### config.mk
export PLATFORM = sky130hd
export DESIGN_NAME = length_prefixed_frame_deframer_unit
export DESIGN_NICKNAME = d
export VERILOG_FILES = /design/src/rtl/core/lpfd_pkg.sv /design/src/rtl/core/lpfd_parser.sv /design/src/rtl/core/length_prefixed_frame_deframer_unit.sv
export SDC_FILE = /design/constraint.sdc
export NUM_CORES = 1
export LEC_CHECK = 0
export BUFFER_PORTS_ARGS = -buffer_cell sky130_fd_sc_hd__buf_2
export CORE_MARGIN = 2
export CORE_UTILIZATION = 64
export DETAILED_ROUTE_END_ITERATION = 8
export GPL_TIMING_DRIVEN = 0
export HOLD_SLACK_MARGIN = 0.1
export PLACE_DENSITY = 0.91
export SYNTH_ARGS = -nofsm -noshare
export SYNTH_HDL_FRONTEND = slang
export SYNTH_SLANG_ARGS = --single-unit
### constraint.sdc
create_clock -name i_clk -period 5.4 [get_ports i_clk]
set_input_delay 0 -clock i_clk [delete_from_list [all_inputs] [get_ports i_clk]]
set_output_delay 0 -clock i_clk [all_outputs]
set_load 0.01 [all_outputs]
### src/rtl/core/lpfd_pkg.sv
// ----------------------------------------------------------------------------
// lpfd_pkg
// Shared constants and the result type of the length-prefixed frame deframer.
// ----------------------------------------------------------------------------
package lpfd_pkg;

    localparam int unsigned BYTE_W  = 8;
    localparam int unsigned SIZE_W  = 16;

    localparam logic [SIZE_W-1:0] HEADER_BYTES   = SIZE_W'(2);
    localparam logic [SIZE_W-1:0] MAX_SIZE_RESET = SIZE_W'(1024);

    typedef struct packed {
        logic [BYTE_W-1:0] frame_type;
        logic [BYTE_W-1:0] frame_slot;
        logic [BYTE_W-1:0] payload_byte;
        logic              byte_valid;
        logic [SIZE_W-1:0] byte_index;
        logic              last;
    } t_result;

endpackage

### src/rtl/core/lpfd_parser.sv
// ----------------------------------------------------------------------------
// lpfd_parser
// Frame state tracker: size field, header bytes and payload position.
// ----------------------------------------------------------------------------
module lpfd_parser (
    input  logic                      i_clk,
    input  logic                      i_rst_n,
    input  logic                      i_cfg_we,
    input  logic [lpfd_pkg::SIZE_W-1:0] i_cfg_data,
    input  logic                      i_accept,
    input  logic [lpfd_pkg::BYTE_W-1:0] i_rx_byte,
    output logic                      o_res_valid,
    output lpfd_pkg::t_result         o_res
);
    import lpfd_pkg::*;

    localparam logic [1:0] PH_SIZE_LO = 2'd0;
    localparam logic [1:0] PH_SIZE_HI = 2'd1;
    localparam logic [1:0] PH_BODY    = 2'd2;

    logic [1:0]        r_phase,      n_phase;
    logic [SIZE_W-1:0] r_frame_size, n_frame_size;
    logic [SIZE_W-1:0] r_body_count, n_body_count;
    logic [BYTE_W-1:0] r_held_type,  n_held_type;
    logic [BYTE_W-1:0] r_held_slot,  n_held_slot;
    logic [SIZE_W-1:0] r_max_size;

    logic [SIZE_W-1:0] size_full;
    logic [SIZE_W-1:0] pos_next;
    logic              done;

    assign size_full = {i_rx_byte, r_frame_size[BYTE_W-1:0]};
    assign pos_next  = r_body_count + SIZE_W'(1);
    assign done      = (pos_next == r_frame_size);

    always_comb begin
        n_phase      = r_phase;
        n_frame_size = r_frame_size;
        n_body_count = r_body_count;
        n_held_type  = r_held_type;
        n_held_slot  = r_held_slot;
        o_res_valid  = 1'b0;
        o_res.frame_type   = r_held_type;
        o_res.frame_slot   = r_held_slot;
        o_res.payload_byte = i_rx_byte;
        o_res.byte_valid   = 1'b1;
        o_res.byte_index   = r_body_count - HEADER_BYTES;
        o_res.last         = done;
        unique case (r_phase)
            PH_SIZE_HI: begin
                n_frame_size = size_full;
                if (size_full < HEADER_BYTES || size_full > r_max_size) begin
                    n_phase = PH_SIZE_LO;
                end else begin
                    n_body_count = '0;
                    n_phase      = PH_BODY;
                end
            end
            PH_BODY: begin
                if (r_body_count == SIZE_W'(0)) begin
                    n_held_type = i_rx_byte;
                end else if (r_body_count == SIZE_W'(1)) begin
                    n_held_slot        = i_rx_byte;
                    o_res.frame_slot   = i_rx_byte;
                    o_res.payload_byte = '0;
                    o_res.byte_valid   = 1'b0;
                    o_res.byte_index   = '0;
                    o_res.last         = 1'b1;
                    o_res_valid        = done;
                end else begin
                    o_res_valid = 1'b1;
                end
                n_body_count = pos_next;
                if (done) begin
                    n_phase = PH_SIZE_LO;
                end
            end
            default: begin
                n_frame_size = {{(SIZE_W-BYTE_W){1'b0}}, i_rx_byte};
                n_phase      = PH_SIZE_HI;
            end
        endcase
    end

    always_ff @(posedge i_clk) begin
        if (!i_rst_n) begin
            r_phase      <= PH_SIZE_LO;
            r_frame_size <= '0;
            r_body_count <= '0;
            r_held_type  <= '0;
            r_held_slot  <= '0;
            r_max_size   <= MAX_SIZE_RESET;
        end else begin
            if (i_cfg_we) begin
                r_max_size <= i_cfg_data;
            end
            if (i_accept) begin
                r_phase      <= n_phase;
                r_frame_size <= n_frame_size;
                r_body_count <= n_body_count;
                r_held_type  <= n_held_type;
                r_held_slot  <= n_held_slot;
            end
        end
    end

endmodule

### src/rtl/core/length_prefixed_frame_deframer_unit.sv
// ----------------------------------------------------------------------------
// length_prefixed_frame_deframer_unit
// Parses a byte stream of little-endian size-prefixed frames and streams out
// each payload byte tagged with the frame type, slot, index and last flag.
//
// Channel   Direction  Handshake             Payload
// in        input      i_in_valid/o_in_stall  i_rx_byte
// out       output     o_out_valid/i_out_stall frame_type, frame_slot, payload,
//                                             byte_valid, byte_index, last
// cfg       input      i_cfg_valid/o_cfg_ready i_cfg_data (max_frame_size)
//
// One beat is taken per cycle while the skid entry is empty; each result is
// registered in the output register, or in the skid entry under output stall.
// The rate is set by the single frame state update done per accepted beat.
// The two entries keep input flowing; input stalls only when the skid is full.
// Reset is synchronous and active low and sets max_frame_size to 1024.
// ----------------------------------------------------------------------------
module length_prefixed_frame_deframer_unit (
    input  logic                        i_clk,
    input  logic                        i_rst_n,
    input  logic                        i_in_valid,
    output logic                        o_in_stall,
    input  logic [lpfd_pkg::BYTE_W-1:0] i_rx_byte,
    output logic                        o_out_valid,
    input  logic                        i_out_stall,
    output logic [lpfd_pkg::BYTE_W-1:0] o_frame_type,
    output logic [lpfd_pkg::BYTE_W-1:0] o_frame_slot,
    output logic [lpfd_pkg::BYTE_W-1:0] o_payload_byte,
    output logic                        o_byte_valid,
    output logic [lpfd_pkg::SIZE_W-1:0] o_byte_index,
    output logic                        o_last,
    input  logic                        i_cfg_valid,
    output logic                        o_cfg_ready,
    input  logic [lpfd_pkg::SIZE_W-1:0] i_cfg_data
);
    import lpfd_pkg::*;

    logic    in_accept;
    logic    take_out;
    logic    res_valid;
    t_result res;

    logic    r_out_valid;
    t_result r_out;
    logic    r_skid_valid;
    t_result r_skid;

    assign o_cfg_ready = 1'b1;
    assign o_in_stall  = r_skid_valid;
    assign in_accept   = i_in_valid && !r_skid_valid;
    assign take_out    = r_out_valid && !i_out_stall;

    lpfd_parser u_parser (
        .i_clk       (i_clk),
        .i_rst_n     (i_rst_n),
        .i_cfg_we    (i_cfg_valid && o_cfg_ready),
        .i_cfg_data  (i_cfg_data),
        .i_accept    (in_accept),
        .i_rx_byte   (i_rx_byte),
        .o_res_valid (res_valid),
        .o_res       (res)
    );

    always_ff @(posedge i_clk) begin
        if (!i_rst_n) begin
            r_out_valid  <= 1'b0;
            r_skid_valid <= 1'b0;
        end else if (r_skid_valid) begin
            if (take_out) begin
                r_out_valid  <= 1'b1;
                r_skid_valid <= 1'b0;
            end
        end else if (!r_out_valid || take_out) begin
            r_out_valid <= in_accept && res_valid;
        end else if (in_accept && res_valid) begin
            r_skid_valid <= 1'b1;
        end
    end

    always_ff @(posedge i_clk) begin
        if (r_skid_valid) begin
            if (take_out) begin
                r_out <= r_skid;
            end
        end else if (!r_out_valid || take_out) begin
            r_out <= res;
        end else begin
            r_skid <= res;
        end
    end

    assign o_out_valid    = r_out_valid;
    assign o_frame_type   = r_out.frame_type;
    assign o_frame_slot   = r_out.frame_slot;
    assign o_payload_byte = r_out.payload_byte;
    assign o_byte_valid   = r_out.byte_valid;
    assign o_byte_index   = r_out.byte_index;
    assign o_last         = r_out.last;

    a_skid_needs_out: assert property (@(posedge i_clk) disable iff (!i_rst_n)
        r_skid_valid |-> r_out_valid)
        else $error("Skid entry held without a pending output beat.");

    a_skid_holds: assert property (@(posedge i_clk) disable iff (!i_rst_n)
        (r_skid_valid && !take_out) |=> (r_skid_valid && $stable(r_skid)))
        else $error("Skid entry lost while output was stalled.");

    a_empty_notice: assert property (@(posedge i_clk) disable iff (!i_rst_n)
        (o_out_valid && !o_byte_valid) |->
            (o_last && o_byte_index == '0 && o_payload_byte == '0))
        else $error("Empty-payload notice carries wrong fields.");

endmodule
==> results.ini <==
[drt]
drc=0
wl_per_cell_um=20.7
vias=6147
drt_iter0_drc=707
wirelength_um=19900
ant_nets=0
drt_first_pass_iters=5
routed_via_density=6.38

[clocking]
cts_max_path_buffers=2
tritoncts=done
clkTransAtPathRegs_ps=70
cts.hold.buffers_added=26
cts_htree_levels=4
ctsRootBufferMaster=clkbuf_16
cts-buffers-inserted=17
cts_sinks=152
cts_resized=0
cts_setup_buffers=0
clk_latency_ps=420

[layout]
num_antenna_cells=0
syn2layout_area_growth_pct=19.3
layout.nets=859
final_area_mm2=0.00890
drive_above_1_share_pct=18.8

[grt]
grt-ovfl-total=0
antenna_found_initial=0
grt_max_degree=43
grt_pass1_wl_um=32100
grt_usage_pct=32.8
grt_pass1_vias=6173

[critical_path]
critPathMaxStageDelay_ps=550
worstPathArrival_ps=3680
cp-end-kind=flip-flop
reg2reg_setup_slack_ps=2050
crit_type=flip-flop to flip-flop
crit_path_start_kind=flip-flop
path_buf_inv=1
crit_fanout=9
critPathTopFamily=simple AND/OR/NAND/NOR gates
path_cells=ha_1 > clkbuf_1 > nand2_1 > o21a_1 > or4_1 > a211oi_1 > nand4_1 > a21oi_1 > mux2i_1
worstPathRequired_ps=5740
slowest_stage=dfxtp_1

[min_path]
hold_class=input port to flip-flop

[power]
pwr-share-clk_pct=46.1
seqPwrFrac_pct=46.9
peakVddDrop_uv=353
power_frac_comb_pct=6.9
internal-power_mw=2.04
p_switching_mw=0.609
power_density_mw_per_mm2=298
leakagePower_nw=3.49
p_sw_share_pct=23.0

[status]
status=finished clean

[synthesis]
synth_most_common_cell=edfxtp_1
yosysUniqueCellTypes=60
synth_edf_count=84
netlist_instances=690
ys_seq_area_share_pct=52.0
synthTopCellsByCount=edfxtp_1 (84), nand2_1 (72), dfxtp_1 (68), nor2b_1 (44), nor2_1 (40)
syn_avg_cell_area_um2=10.8
synth_top_area_share_pct=33.8
synth.largest_area_cell=edfxtp_1
synthArstFlopShare_pct=0
syn_area_mm2=0.00747
synthTopCellsByArea=edfxtp_1 (34%), dfxtp_1 (18%), mux2i_1 (4.6%)
synth_ff_type=edfxtp_1
ys_warn_count=0
ys_seq_elements=152
syn_nets=742

[timing]
finClkSkew_ps=9.88
fmax_ghz=0.299
finalSetupTns_ps=0
drv_slew=0
worstMarginPinSlew_ps=997
finalSetupViolCount=0
slew_headroom_pct=33.6
fin_crit_ps=3350
layout_setup_ws_ps=2050
period_share_pct=62.0
rsz0062_at_grt=false
hold_viol=0

[die]
die_w_um=112
num_rows=39
io_pins=74
die-area_mm2=0.0125
die_h_um=112
initial_core_util_pct=65.4
core_area_mm2=0.0114

[place]
port_buffers=71
hpwl_um=12600
dpl-instance-area_mm2=0.00804
gp_congestion=0.920
dp_slack_ps=2260

[run]
maxCapViolCount=0

## cell type report
| class | instances | area (µm²) |
|---|---|---|
| inverters | 24 | 90.1 |
| flip-flops and latches | 152 | 3880 |
| clock buffers | 18 | 429 |
| fillers | 640 | 2510 |
| plain buffers | 48 | 210 |
| repair buffers | 98 | 643 |
| clock inverters | 14 | 173 |
| well taps | 143 | 179 |
| multi-input cells | 466 | 3300 |
## worst paths after layout
path,startpoint,to,depth (start not counted)
worst min-delay path,i_cfg_valid,u_parser.r_max_size[5],3
worst max-delay path,u_parser.r_body_count[1],u_parser.r_phase[0],9
worst min register to register,u_parser.r_held_type[2],r_skid[36],0
worst max register to register,u_parser.r_body_count[1],u_parser.r_phase[0],9
## state kept, by name, indices dropped and copies added, names as in the netlist
| register | cells |
|---|---|
| o_last | 1 |
| u_parser.r_body_count | 16 |
| u_parser.r_frame_size | 16 |
| r_skid | 42 |
| o_frame_type | 8 |
| o_byte_index | 16 |
| u_parser.r_phase | 2 |
| o_byte_valid | 1 |
| u_parser.r_max_size | 16 |
| u_parser.r_held_slot | 8 |
| o_in_stall | 1 |
| u_parser.r_held_type | 8 |
| o_out_valid | 1 |
| o_frame_slot | 8 |
| o_payload_byte | 8 |
## power groups by stage
stage	clock [mW]	combinational (mW)	sequential, mW
after detailed placement	0	0.155	1.27
after floorplan	0	0.103	1.27
after CTS	1.22	0.172	1.24
after global routing	1.27	0.198	1.24
final	1.22	0.183	1.24
after global placement	0	0.147	1.27
## tightest hold or removal path: stages
cell,delay (ps)
clkbuf_1,230
mux2i_1,180
nor2b_1,90
## layout by cell type, fill, tap and decap left out, drive strengths merged, types with 4 or more instances in the layout
cell         instances
buf                 86
edfxtp              84
nand2               73
dfxtp               68
clkbuf              52
nor2b               44
nor2                41
mux2i               34
mux2                28
inv                 27
dlygate4sd3         26
xnor2               25
nand3               23
ha                  23
o31ai               16
a21oi               15
nor4                13
and2                11
nand4               10
nor3                 9
xor2                 9
a21boi               9
a221o                9
nor3b                9
or4                  8
o21a                 6
clkinv               6
o211ai               5
a22o                 5
a211oi               4
## per-layer routing
metal  track usage, %  part of all wire [%]
met2             55.3                    48
met4             16.7                   5.3
met5                0                     0
met1             39.4                    38
met3             8.00                   8.5
## cells by family after synthesis
group                    share of synthesized area [%]
AND/OR/NAND/NOR                                   18.6
flip-flops                                        52.0
AO/OA/AOI/OAI                                     8.43
buffers and inverters                             4.02
multiplexers                                      8.78
XOR/XNOR                                          4.29
adder cells (fa/ha/maj)                           3.85
other                                           0.0502
## through the flow
| stage | utilization [%] | total power [mW] | std cells | hold WS (ps) |
|---|---|---|---|---|
| 2_1_floorplan | - | 1.37 | 690 | 130 |
| 3_3_place_gp | 70.1 | 1.41 | 904 | 232 |
| 3_5_place_dp | 70.4 | 1.42 | 905 | 234 |
| 4_1_cts | 78.0 | 2.63 | 963 | 120 |
| 5_1_grt | 78.0 | 2.71 | 963 | 148 |
| 6_report | 78.0 | 2.65 | 963 | 114 |
Power figures use the tool's default switching activity.
